==> config.mk <==
export PLATFORM = sky130hd
export DESIGN_NAME = cslf_front
export DESIGN_NICKNAME = d
export VERILOG_FILES = /design/src/rtl/cslf_pkg.sv /design/src/rtl/cslf_front.sv
export SDC_FILE = /design/constraint.sdc
export NUM_CORES = 1
export LEC_CHECK = 0
export BUFFER_PORTS_ARGS = -buffer_cell sky130_fd_sc_hd__buf_2
export CORE_ASPECT_RATIO = 0.7
export CORE_MARGIN = 3
export CORE_UTILIZATION = 29
export DETAILED_ROUTE_END_ITERATION = 16
export HOLD_SLACK_MARGIN = 0.12
export PLACE_DENSITY = 0.54
export SETUP_SLACK_MARGIN = 0.1
export SYNTH_ARGS = -nofsm -noshare
export SYNTH_HDL_FRONTEND = slang
export SYNTH_SLANG_ARGS = --single-unit
export TNS_END_PERCENT = 5
==> constraint.sdc <==
create_clock -name clk -period 7.1 [get_ports clk]
set_clock_uncertainty 0.1 [all_clocks]
set_input_delay 1.42 -clock clk [delete_from_list [all_inputs] [get_ports clk]]
set_output_delay 1.42 -clock clk [all_outputs]
set_load 0.005 [all_outputs]
==> src/rtl/cslf_pkg.sv <==
`default_nettype none
package cslf_pkg;

	localparam int UNIT_Q14 = 16384;

	typedef struct packed {
		logic signed [31:0] centre_x;
		logic signed [31:0] centre_y;
		logic signed [31:0] centre_z;
	} in_item_t;

	typedef struct packed {
		logic signed [15:0] first_x;
		logic signed [15:0] first_y;
		logic signed [15:0] first_z;
		logic signed [15:0] second_x;
		logic signed [15:0] second_y;
		logic signed [15:0] second_z;
		logic signed [15:0] third_x;
		logic signed [15:0] third_y;
		logic signed [15:0] third_z;
		logic [1:0]         frame_status;
	} out_item_t;

	typedef enum logic [2:0] {
		REG_FRAME_MODE = 3'd0,
		REG_AXIS_X     = 3'd1,
		REG_AXIS_Y     = 3'd2,
		REG_AXIS_Z     = 3'd3,
		REG_ORIGIN_X   = 3'd4,
		REG_ORIGIN_Y   = 3'd5,
		REG_ORIGIN_Z   = 3'd6,
		REG_NEAR_ZERO  = 3'd7
	} reg_index_t;

	typedef enum logic [1:0] {
		ST_OK        = 2'd0,
		ST_AXIS_ZERO = 2'd1,
		ST_DEGEN     = 2'd2
	} status_t;

	typedef struct packed {
		logic               mode;
		logic signed [31:0] axis_x;
		logic signed [31:0] axis_y;
		logic signed [31:0] axis_z;
		logic signed [31:0] origin_x;
		logic signed [31:0] origin_y;
		logic signed [31:0] origin_z;
		logic [14:0]        lim;
	} cfg_t;

	// one classified request waiting for the back end
	typedef struct packed {
		logic               mode;
		logic               axis_zero;
		logic signed [32:0] dx;
		logic signed [32:0] dy;
		logic signed [32:0] dz;
	} job_t;

	typedef logic signed [63:0] wide_t;
	typedef logic signed [15:0] q14_t;

	typedef struct packed {
		logic done;
		logic zero;
	} norm_rsp_t;

	typedef enum logic [2:0] {
		N_IDLE, N_SHIFT, N_SQ, N_ROOT, N_DSET, N_DIV, N_DONE
	} norm_state_t;

	typedef enum logic [3:0] {
		EX_IDLE, EX_LAUNCH, EX_WAIT, EX_DOT, EX_SCL, EX_PROJ, EX_CRS,
		EX_ND, EX_TST, EX_TV, EX_NEG, EX_DONE
	} exec_state_t;

	typedef enum logic [2:0] {
		PH_AXIS_C, PH_RAD, PH_SPH1, PH_SPH2, PH_THIRD
	} phase_t;

endpackage
`default_nettype wire

==> src/rtl/cslf_front.sv <==
`default_nettype none
module cslf_front (
	input  wire               clk,
	input  wire               arst_n,
	input  wire               start,
	output logic              busy,
	input  cslf_pkg::in_item_t item,
	input  cslf_pkg::cfg_t    cfg,
	input  wire               pop,
	output cslf_pkg::job_t    job,
	output logic              job_valid
);
	import cslf_pkg::*;

	logic [1:0] count_q;
	logic       wr_q;
	logic       rd_q;
	logic       push;
	job_t       slot_q [2];
	job_t       job_in;

	assign busy      = (count_q == 2'd2);
	assign push      = start && !busy;
	assign job_valid = (count_q != 2'd0);
	assign job       = slot_q[rd_q];

	// classify: mode, zero axis, offset from origin
	always_comb begin
		job_in.mode      = cfg.mode;
		job_in.axis_zero = (cfg.axis_x == '0) && (cfg.axis_y == '0) && (cfg.axis_z == '0);
		job_in.dx        = 33'(item.centre_x) - 33'(cfg.origin_x);
		job_in.dy        = 33'(item.centre_y) - 33'(cfg.origin_y);
		job_in.dz        = 33'(item.centre_z) - 33'(cfg.origin_z);
	end

	always_ff @(posedge clk or negedge arst_n) begin
		if (!arst_n) begin
			count_q <= 2'd0;
			wr_q    <= 1'b0;
			rd_q    <= 1'b0;
		end else begin
			count_q <= count_q + 2'(push) - 2'(pop);
			if (push) wr_q <= !wr_q;
			if (pop)  rd_q <= !rd_q;
		end
	end

	always_ff @(posedge clk) begin
		if (push) slot_q[wr_q] <= job_in;
	end

endmodule
`default_nettype wire

==> flow_metrics.tcl <==
set metrics [dict create \
    die_w_um 260 \
    synth_top_family_by_area "compound AO/OA/AOI/OAI gates" \
    die_h_um 184 \
    num-fill-cells 4426 \
    drt-pass1-iter-count 5 \
    grt-ovfl-total 0 \
    p_leak_uw 0.00717 \
    dp_slack_ns 2.59 \
    die-area_mm2 0.0476 \
    vias_per_cell 4.85 \
    critPathCaptureType "flop" \
    totalWireLength_mm 39.2 \
    grt.total_usage_pct 15.7 \
    cts.repair.resized 0 \
    fin_crit_sh_pct 55.1 \
    ant_nets 0 \
    syn-num-nets 1597 \
    post_synth_mux_area_share_pct 8.87 \
    cp-start-kind "input pin" \
    synthSimpleGateAreaFrac_pct 10.2 \
    r2r_end "slot_q[1][50]$_DFFE_PP_" \
    reg2regPathDepth 3 \
    place_hpwl_mm 30.7 \
    synthFlopType "edfxtp_1" \
    p_per_area_mw_per_mm2 293 \
    min_to "count_q[1]$_DFF_PN0_" \
    regToRegSetupSlack_ns 4.50 \
    cp_data_required_time_ns 7.27 \
    syn_area_mm2 0.0131 \
    place.gp.congestion 0.904 \
    detail_route.wl_per_cell_um 17.8 \
    cts_buffers 24 \
    clkSinkCount 206 \
    rsz0062_at_grt "false" \
    synth_cells 1188 \
    postPlaceCellArea_mm2 0.0157 \
    fmax_mhz 255 \
    yosysWarnings 0 \
    fin_ws_ns 3.18 \
    ys_types 68 \
    fin_area_mm2 0.0165 \
    worst_hold_slack_ns 0.394 \
    final_cells 2200 \
    slew_headroom_pct 38.2 \
    worst_pin_slew_ns 0.928 \
    ys_top_cells_by_area "edfxtp_1 (46%), ha_1 (9.4%), mux2_2 (8.8%)" \
    setup_violations 0 \
    synth.avg_cell_area_um2 11.0 \
    arrival_ns 4.08 \
    synthAdderAreaFrac_pct 9.85 \
    drt-initial-drc-count 595 \
    maxCapViolCount 0 \
    num_io_pins 411 \
    grt_pass1_vias 10641 \
    rows 64 \
    root_buffer "clkbuf_16" \
    timing.rr.start "count_q[1]$_DFF_PN0_" \
    h-tree-depth 1 \
    drc 0 \
    min_from "count_q[1]$_DFF_PN0_" \
    cp_max_fo 3 \
    fin_crit_ns 3.92 \
    ir_drop_uv 160 \
    layout_common_cells "buf_2 (395), edfxtp_1 (202), inv_1 (135)" \
    grt_pass1_wl_mm 58.5 \
    portBuffers 395 \
    insertion_delay_ns 0.52 \
    antenna_found_initial 7 \
    hold_violations 0 \
    dp.cells 2154 \
    crit_type "in -> reg" \
    nNetsFinal 1995 \
    clock_path_buffers 3 \
    hold_buffers 0 \
    synth_xor_area_share_pct 5.30 \
    hold_path.class "reg -> reg" \
    yosysSeqAreaShare_pct 47.2 \
    drive_gt1_share_pct 34.7 \
    yosysTopAreaCell "edfxtp_1" \
    vias 10674 \
    synth.top_cell.area_share_pct 46.5 \
    status "completed" \
    synth_compound_area_share_pct 13.9 \
    core_area_mm2 0.0440 \
    hold_depth 1 \
    tritoncts "yes" \
    synth_edf_count 202 \
    postCtsSetupBuffers 0 \
    synth-async-reset-ratio_pct 1.94 \
    clk_pin_slew_ns 0.06 \
    grt_max_degree 61 \
    drv_slew 0 \
    ys_ff_latch 206 \
    final_common_cell "buf_2" \
    tns_ns 0 \
    initial_core_util_pct 29.6 \
    area_delta_synth_final_pct 26.5 \
]
per-stage QoR:
stage	utilization (%)	power [µW]
2_1_floorplan	-	2900
3_3_place_gp	35.7	3620
3_5_place_dp	35.7	3650
4_1_cts	37.5	4930
5_1_grt	37.5	5130
6_report	37.5	4830
state kept, by name, summed over array words and instances (netlist names):
| signal | flops |
|---|---|
| wr_q | 1 |
| rd_q | 1 |
| slot_q | 202 |
| count_q | 2 |
cell usage after synthesis (5+ instances only):
master	n
a211oi_1	9
a21o_1	32
a21oi_1	91
a31oi_1	7
and3_1	5
and4_1	5
clkbuf_1	21
edfxtp_1	202
ha_1	98
inv_1	135
mux2_2	102
nand2_1	65
nand2b_1	13
nand3_1	21
nand4_1	21
nor2_1	54
nor2b_1	14
nor3_1	19
nor4_1	28
o211ai_1	6
o21a_1	15
o21ai_0	45
o21bai_1	13
o31ai_1	7
xnor2_1	49
xor2_1	30
cell type report:
| cell class | count | area, µm² | area share [%] |
|---|---|---|---|
| antenna | 3 | 7.51 | 0.0454 |
| clock buffer | 29 | 641 | 3.88 |
| clock inverter | 14 | 155 | 0.939 |
| inverter | 135 | 507 | 3.07 |
| multi-input combinational | 819 | 6280 | 38.0 |
| sequential | 206 | 6170 | 37.3 |
| tap | 594 | 743 | 4.50 |
| timing repair buffer | 400 | 2010 | 12.2 |
how the worst max path moves through the flow:
stage | startpoint | to | slack [ns] | cells past startpoint
after global routing | item[64] | slot_q[1][92]$_DFFE_PP_ | 3.02 | 12
after detailed placement | item[64] | slot_q[0][92]$_DFFE_PP_ | 2.59 | 12
after global placement | item[64] | slot_q[0][92]$_DFFE_PP_ | 2.63 | 12
after CTS | item[64] | slot_q[1][92]$_DFFE_PP_ | 3.16 | 12
after floorplan | start | slot_q[0][0]$_DFFE_PP_ | 0.72 | 2
final | item[32] | slot_q[1][63]$_DFFE_PP_ | 3.18 | 12
layer usage:
metal  vias to the layer above  GRT usage [%]  wire [µm]
li1                       5193              -          -
met1                      5074           20.6      17200
met2                       354           27.4      19200
met3                        51           2.12       2000
met4                         2           4.23        853
met5                         -              0          7
critical path, stage by stage:
cell	delay, ns
buf_2	0.08
inv_1	0.04
ha_1	0.22
fa_1	0.39
nand2b_1	0.18
a21oi_1	0.25
o211ai_1	0.18
a211oi_1	0.42
o21ai_1	0.27
nor3_1	0.25
nor2_1	0.08
a311o_1	0.30
kinds of logic (layout without fill, tap and decap cells):
| group | Yosys count | count (layout) |
|---|---|---|
| adder cells (fa/ha/maj) | 101 | 101 |
| buffers and inverters | 163 | 578 |
| AO/OA/AOI/OAI | 273 | 273 |
| other | 0 | 3 |
| XOR/XNOR | 79 | 79 |
| multiplexers | 103 | 103 |
| flip-flops | 206 | 206 |
| AND/OR/NAND/NOR | 263 | 263 |
report_power, final:
group          switching (µW)  total (µW)  internal [µW]
combinational             980        1750            767
sequential               74.9        1840           1760
clock                     499        1250            751
total                    1550        4830           3280
No activity file was read; power rests on OpenSTA's default activity.
