$ cat src/rtl/cslf_pkg.sv
`default_nettype none
package cslf_pkg;

	localparam int UNIT_Q14 = 16384;

	typedef struct packed {
		logic signed [31:0] centre_x;
		logic signed [31:0] centre_y;
		logic signed [31:0] centre_z;
	} in_item_t;

	typedef struct packed {
		logic signed [15:0] first_x;
		logic signed [15:0] first_y;
		logic signed [15:0] first_z;
		logic signed [15:0] second_x;
		logic signed [15:0] second_y;
		logic signed [15:0] second_z;
		logic signed [15:0] third_x;
		logic signed [15:0] third_y;
		logic signed [15:0] third_z;
		logic [1:0]         frame_status;
	} out_item_t;

	typedef enum logic [2:0] {
		REG_FRAME_MODE = 3'd0,
		REG_AXIS_X     = 3'd1,
		REG_AXIS_Y     = 3'd2,
		REG_AXIS_Z     = 3'd3,
		REG_ORIGIN_X   = 3'd4,
		REG_ORIGIN_Y   = 3'd5,
		REG_ORIGIN_Z   = 3'd6,
		REG_NEAR_ZERO  = 3'd7
	} reg_index_t;

	typedef enum logic [1:0] {
		ST_OK        = 2'd0,
		ST_AXIS_ZERO = 2'd1,
		ST_DEGEN     = 2'd2
	} status_t;

	typedef struct packed {
		logic               mode;
		logic signed [31:0] axis_x;
		logic signed [31:0] axis_y;
		logic signed [31:0] axis_z;
		logic signed [31:0] origin_x;
		logic signed [31:0] origin_y;
		logic signed [31:0] origin_z;
		logic [14:0]        lim;
	} cfg_t;

	// one classified request waiting for the back end
	typedef struct packed {
		logic               mode;
		logic               axis_zero;
		logic signed [32:0] dx;
		logic signed [32:0] dy;
		logic signed [32:0] dz;
	} job_t;

	typedef logic signed [63:0] wide_t;
	typedef logic signed [15:0] q14_t;

	typedef struct packed {
		logic done;
		logic zero;
	} norm_rsp_t;

	typedef enum logic [2:0] {
		N_IDLE, N_SHIFT, N_SQ, N_ROOT, N_DSET, N_DIV, N_DONE
	} norm_state_t;

	typedef enum logic [3:0] {
		EX_IDLE, EX_LAUNCH, EX_WAIT, EX_DOT, EX_SCL, EX_PROJ, EX_CRS,
		EX_ND, EX_TST, EX_TV, EX_NEG, EX_DONE
	} exec_state_t;

	typedef enum logic [2:0] {
		PH_AXIS_C, PH_RAD, PH_SPH1, PH_SPH2, PH_THIRD
	} phase_t;

endpackage
`default_nettype wire

$ cat src/rtl/cslf_norm.sv
`default_nettype none
module cslf_norm (
	input  wire                  clk,
	input  wire                  arst_n,
	input  wire                  start,
	input  cslf_pkg::wide_t      vec [3],
	output cslf_pkg::norm_rsp_t  rsp,
	output cslf_pkg::q14_t       dir [3]
);
	import cslf_pkg::*;

	norm_state_t state_q, state_nxt;
	logic [61:0] m_q   [3];
	logic        neg_q [3];
	logic [47:0] rem_q [3];
	logic [15:0] q_q   [3];
	logic [61:0] sum_q;
	logic [61:0] sum_nxt;
	logic [63:0] x_q, res_q, bit_q;
	logic [63:0] trial;
	logic [47:0] dv_q;
	logic [1:0]  k_q;
	logic [3:0]  bc_q;
	logic        zero_q;
	logic [61:0] big;

	always_comb begin
		big = m_q[0];
		if (m_q[1] > big) big = m_q[1];
		if (m_q[2] > big) big = m_q[2];
		sum_nxt = sum_q + 62'(m_q[k_q][29:0] * m_q[k_q][29:0]);
		trial   = res_q + bit_q;
	end

	always_comb begin
		state_nxt = state_q;
		unique case (state_q)
			N_IDLE:  if (start) state_nxt = N_SHIFT;
			N_SHIFT: begin
				if (big == '0) state_nxt = N_DONE;
				else if (big[61:30] == '0 && big[29]) state_nxt = N_SQ;
			end
			N_SQ:    if (k_q == 2'd2) state_nxt = N_ROOT;
			N_ROOT:  if (bit_q == 64'd1) state_nxt = N_DSET;
			N_DSET:  state_nxt = N_DIV;
			N_DIV:   if (bc_q == 4'd0) state_nxt = N_DONE;
			N_DONE:  state_nxt = N_IDLE;
			default: state_nxt = N_IDLE;
		endcase
	end

	always_comb begin
		rsp.done = (state_q == N_DONE);
		rsp.zero = zero_q;
		for (int j = 0; j < 3; j++) begin
			dir[j] = neg_q[j] ? 16'(-q_q[j]) : q_q[j];
		end
	end

	always_ff @(posedge clk or negedge arst_n) begin
		if (!arst_n) begin
			state_q <= N_IDLE;
			k_q     <= 2'd0;
			bc_q    <= 4'd0;
			zero_q  <= 1'b0;
		end else begin
			state_q <= state_nxt;
			unique case (state_q)
				N_IDLE:  begin
					zero_q <= 1'b0;
					k_q    <= 2'd0;
				end
				N_SHIFT: if (big == '0) zero_q <= 1'b1;
				N_SQ:    k_q <= k_q + 2'd1;
				N_DSET:  bc_q <= 4'd15;
				N_DIV:   bc_q <= bc_q - 4'd1;
				N_ROOT, N_DONE: begin
				end
				default: begin
				end
			endcase
		end
	end

	always_ff @(posedge clk) begin
		case (state_q)
			N_IDLE: if (start) begin
				for (int j = 0; j < 3; j++) begin
					m_q[j]   <= vec[j][63] ? 62'(-vec[j]) : 62'(vec[j]);
					neg_q[j] <= vec[j][63];
				end
				sum_q <= '0;
			end
			N_SHIFT: begin
				// bring the largest magnitude into [2^29, 2^30), one bit a cycle
				if (big == '0) begin
					for (int j = 0; j < 3; j++) q_q[j] <= '0;
				end else if (big[61:30] != '0) begin
					for (int j = 0; j < 3; j++) m_q[j] <= m_q[j] >> 1;
				end else if (!big[29]) begin
					for (int j = 0; j < 3; j++) m_q[j] <= m_q[j] << 1;
				end
			end
			N_SQ: begin
				sum_q <= sum_nxt;
				if (k_q == 2'd2) begin
					x_q   <= 64'(sum_nxt);
					res_q <= '0;
					bit_q <= 64'd1 << 62;
				end
			end
			N_ROOT: begin
				// bit-serial integer square root
				if (x_q >= trial) begin
					x_q   <= x_q - trial;
					res_q <= (res_q >> 1) + bit_q;
				end else begin
					res_q <= res_q >> 1;
				end
				bit_q <= bit_q >> 2;
			end
			N_DSET: begin
				dv_q <= {res_q[32:0], 15'd0};
				for (int j = 0; j < 3; j++) begin
					rem_q[j] <= {4'd0, m_q[j][29:0], 14'd0} + 48'(res_q >> 1);
					q_q[j]   <= '0;
				end
			end
			N_DIV: begin
				// restoring divide, three lanes, one quotient bit a cycle
				for (int j = 0; j < 3; j++) begin
					if (rem_q[j] >= dv_q) begin
						rem_q[j]     <= rem_q[j] - dv_q;
						q_q[j][bc_q] <= 1'b1;
					end
				end
				dv_q <= dv_q >> 1;
			end
			default: begin
			end
		endcase
	end

endmodule
`default_nettype wire

$ cat config.mk
export PLATFORM = sky130hd
export DESIGN_NAME = cslf_norm
export DESIGN_NICKNAME = d
export VERILOG_FILES = /design/src/rtl/cslf_pkg.sv /design/src/rtl/cslf_norm.sv
export SDC_FILE = /design/constraint.sdc
export NUM_CORES = 2
export LEC_CHECK = 0
export ABC_CLOCK_PERIOD_IN_PS = 10200
export BUFFER_PORTS_ARGS = -buffer_cell sky130_fd_sc_hd__buf_2
export CAP_MARGIN = 20
export CORE_MARGIN = 10
export CORE_UTILIZATION = 45
export DETAILED_ROUTE_END_ITERATION = 10
export GPL_ROUTABILITY_DRIVEN = 1
export HOLD_SLACK_MARGIN = 0.06
export PLACE_DENSITY_LB_ADDON = 0.25
export SYNTH_ARGS = -nofsm -noshare
export SYNTH_HDL_FRONTEND = slang
export SYNTH_SLANG_ARGS = --single-unit
$ cat constraint.sdc
create_clock -name clk -period 10.2 [get_ports clk]
set_input_delay 1.53 -clock clk [delete_from_list [all_inputs] [get_ports clk]]
set_output_delay 1.53 -clock clk [all_outputs]
set_load 0.02 [all_outputs]
==> run metrics <==
Post-Syn Area 0.0836 mm2; Synth warnings 0; RR Startpoint k_q[1]$_DFFE_PN0P_; number of max-cap violations 0; Final TNS setup 0 ps; largest net degree at the start of global routing 149; Hold Violations, Final 0; global route hottest layer met2; cts hold-fix bufs 0; Slew Viols, Final 0; drt wl/cell 23.7 um; met3 usage 0.0546; die height 451 um; vias per cell 5.84; WP data arrival 10430 ps; critical path class flip-flop to flip-flop; R2R Setup Slk 220 ps; Slew headroom 0.286; 1st-iter DRT viols 6797; Core Area 0.185 mm2; asr flop ratio synth 0.0151; Min-Delay Path Class flip-flop to flip-flop; DP HPWL 227 mm; die footprint 0.203 mm2; Top Ports 245; CTS tree built; Worst Skew 72.6 ps; Clock Latency Late Sink 740 ps; Post-Syn Instances 9270; Startpoint Class flip-flop; Post-Syn Nets 11000; first-pass GRT wire length 428 mm; Vias 70200; layout cells sized above 1 0.0748; Die W 451 um; Post-CTS Setup Inserts 0; met1 Track Usage GR 0.364; GPL Wtd Cong 0.971; Reg clk slew, reported paths 60 ps; RSZ-0062 raised after global routing no; Post-synth EDFFs 651; status finished, final reports clean; Nets 11200; period utilization 0.978; CP delay by family, top adder cells; count of cell types in the netlist 100; Seq/Total Area, Yosys 0.237; Post-Route WL 285 mm; DRT Pass-1 Iters 6; Yosys reg bits 661; vias in the first global route 69900; Final setup viols 0; worst hold margin 557 ps; worst-case clock buffer depth 3; root buffer cell clkbuf_16; CP startpoint k_q[1]$_DFFE_PN0P_; met2 Use GR 0.425; Mean Syn Cell Area 9.01 um2; Post-DRT Antenna Nets 0; Setup crit end kind flip-flop; H-tree levels 3; WP data required 10650 ps; Slowest Stage Delay on Critical Path 660 ps; starting density of the core 0.452; Sink Count 661; fillcell total 17600; Main synth FF type edfxtp_1; Bufs and invs on worst path 9; Slew @ Worst Pin 1060 ps; FMAX 100 MHz; CP dominant cell by count fa_1; minimum clock period 9980 ps; Max Fanout on Critical Path 37; total gr overflow 0; Rows 158; # resized after CTS 0; DRC Markers 0; min-delay src bc_q[0]$_DFFE_PN0P_; initial antenna violation count 22; synthesis-to-layout area growth 9.12%; CP max stage cell dfrtp_4; PortBufs 241; total track usage 0.271; Num CTS Buffers 85
-- layout by cell type, fill, tap and decap left out, drive strengths merged, types with 408 or more instances in the layout --
cell    instances
edfxtp        651
fa            761
ha            742
nand2         979
xnor2         408
a21oi         499
inv          1184
buf           462
nor2          606
o21ai         754
-- worst paths after layout --
check                      cells after the start             endpoint
min reg2reg                                    1  bc_q[0]$_DFFE_PN0P_
max reg2reg                                   31    x_q[56]$_DFFE_PP_
max                                           31    x_q[56]$_DFFE_PP_
min                                            1  bc_q[0]$_DFFE_PN0P_
min in group asynchronous                      1  bc_q[1]$_DFFE_PN0P_
max in group asynchronous                      1   k_q[1]$_DFFE_PN0P_
-- cell families after synthesis --
group | Yosys count | synth area share
compound gates | 2144 | 0.158
flops | 661 | 0.237
fa+ha+maj | 1503 | 0.293
simple gates | 2484 | 0.139
mux | 300 | 0.0361
xor+xnor | 626 | 0.0656
buf+inv | 1552 | 0.0709
-- synthesized netlist by cell type, types with 72 or more instances --
cell type | n | area [um2]
edfxtp_1 | 651 | 19500
nand3_1 | 104 | 521
inv_1 | 1180 | 4430
and3_1 | 82 | 513
xnor2_1 | 408 | 3570
ha_1 | 742 | 9280
clkbuf_1 | 273 | 1020
nor4_1 | 78 | 488
a21oi_1 | 498 | 2490
nand2_1 | 978 | 3670
or3_1 | 95 | 594
fa_1 | 761 | 15200
nand4_1 | 128 | 801
o21bai_1 | 72 | 541
o21ai_0 | 732 | 3660
o31ai_1 | 92 | 691
mux2i_1 | 292 | 2920
xor2_1 | 218 | 1910
a21o_1 | 223 | 1670
a31oi_1 | 100 | 626
nor2_1 | 605 | 2270
nor3_1 | 89 | 445
nor2b_1 | 72 | 450
o21a_1 | 72 | 541
-- final cells by class --
class / count / area (um2) / share of cell area
Antenna cell: 15 / 37.5 / 0.000412
Clock buffer: 107 / 2260 / 0.0248
Clock inverter: 50 / 586 / 0.00642
Inverter: 1185 / 4450 / 0.0488
Multi-Input combinational cell: 7057 / 58000 / 0.636
Sequential cell: 661 / 19800 / 0.217
Tap cell: 2480 / 3100 / 0.0340
Timing Repair Buffer: 462 / 2970 / 0.0325
-- per-layer routing --
metal | vias to the layer above | wire, um | part of all wire
met5 | - | 111 | 0.00039
met4 | 16 | 13900 | 0.049
met3 | 568 | 25400 | 0.089
met2 | 2927 | 126000 | 0.44
met1 | 34300 | 120000 | 0.42
li1 | 32400 | - | -
-- through the flow --
stage          utilization  setup slack [ps]  cells  cell area [um2]
2_1_floorplan            -              28.5   9270            83600
3_3_place_gp         0.477               144  11800            88300
3_5_place_dp         0.477              48.3  11800            88300
4_1_cts              0.493              55.2  12000            91100
5_1_grt              0.493              10.7  12000            91200
6_report             0.493               220  12000            91200
-- registers in the layout, indices dropped and copies added, names as in the netlist, 2 cells and up --
register,count
m_q,186
rem_q,144
res_q,64
x_q,64
sum_q,62
dv_q,48
q_q,48
bit_q,32
bc_q,4
neg_q,3
state_q,3
k_q,2
-- worst register-to-register path, delay by kind of cell, from the launching register on --
family | cells | cell delay [ps]
AOI/OAI and AO/OA | 7 | 1870
xor gates and xnor gates | 1 | 260
adders and majority gates | 9 | 4210
buffers and inverters | 9 | 1960
DFF | 1 | 660
muxes | 1 | 100
and+or+nand+nor | 4 | 660
Power is left out: the tool's default activity adds up to more than one toggle a clock period on the data nets, which glitch-free logic cannot reach.
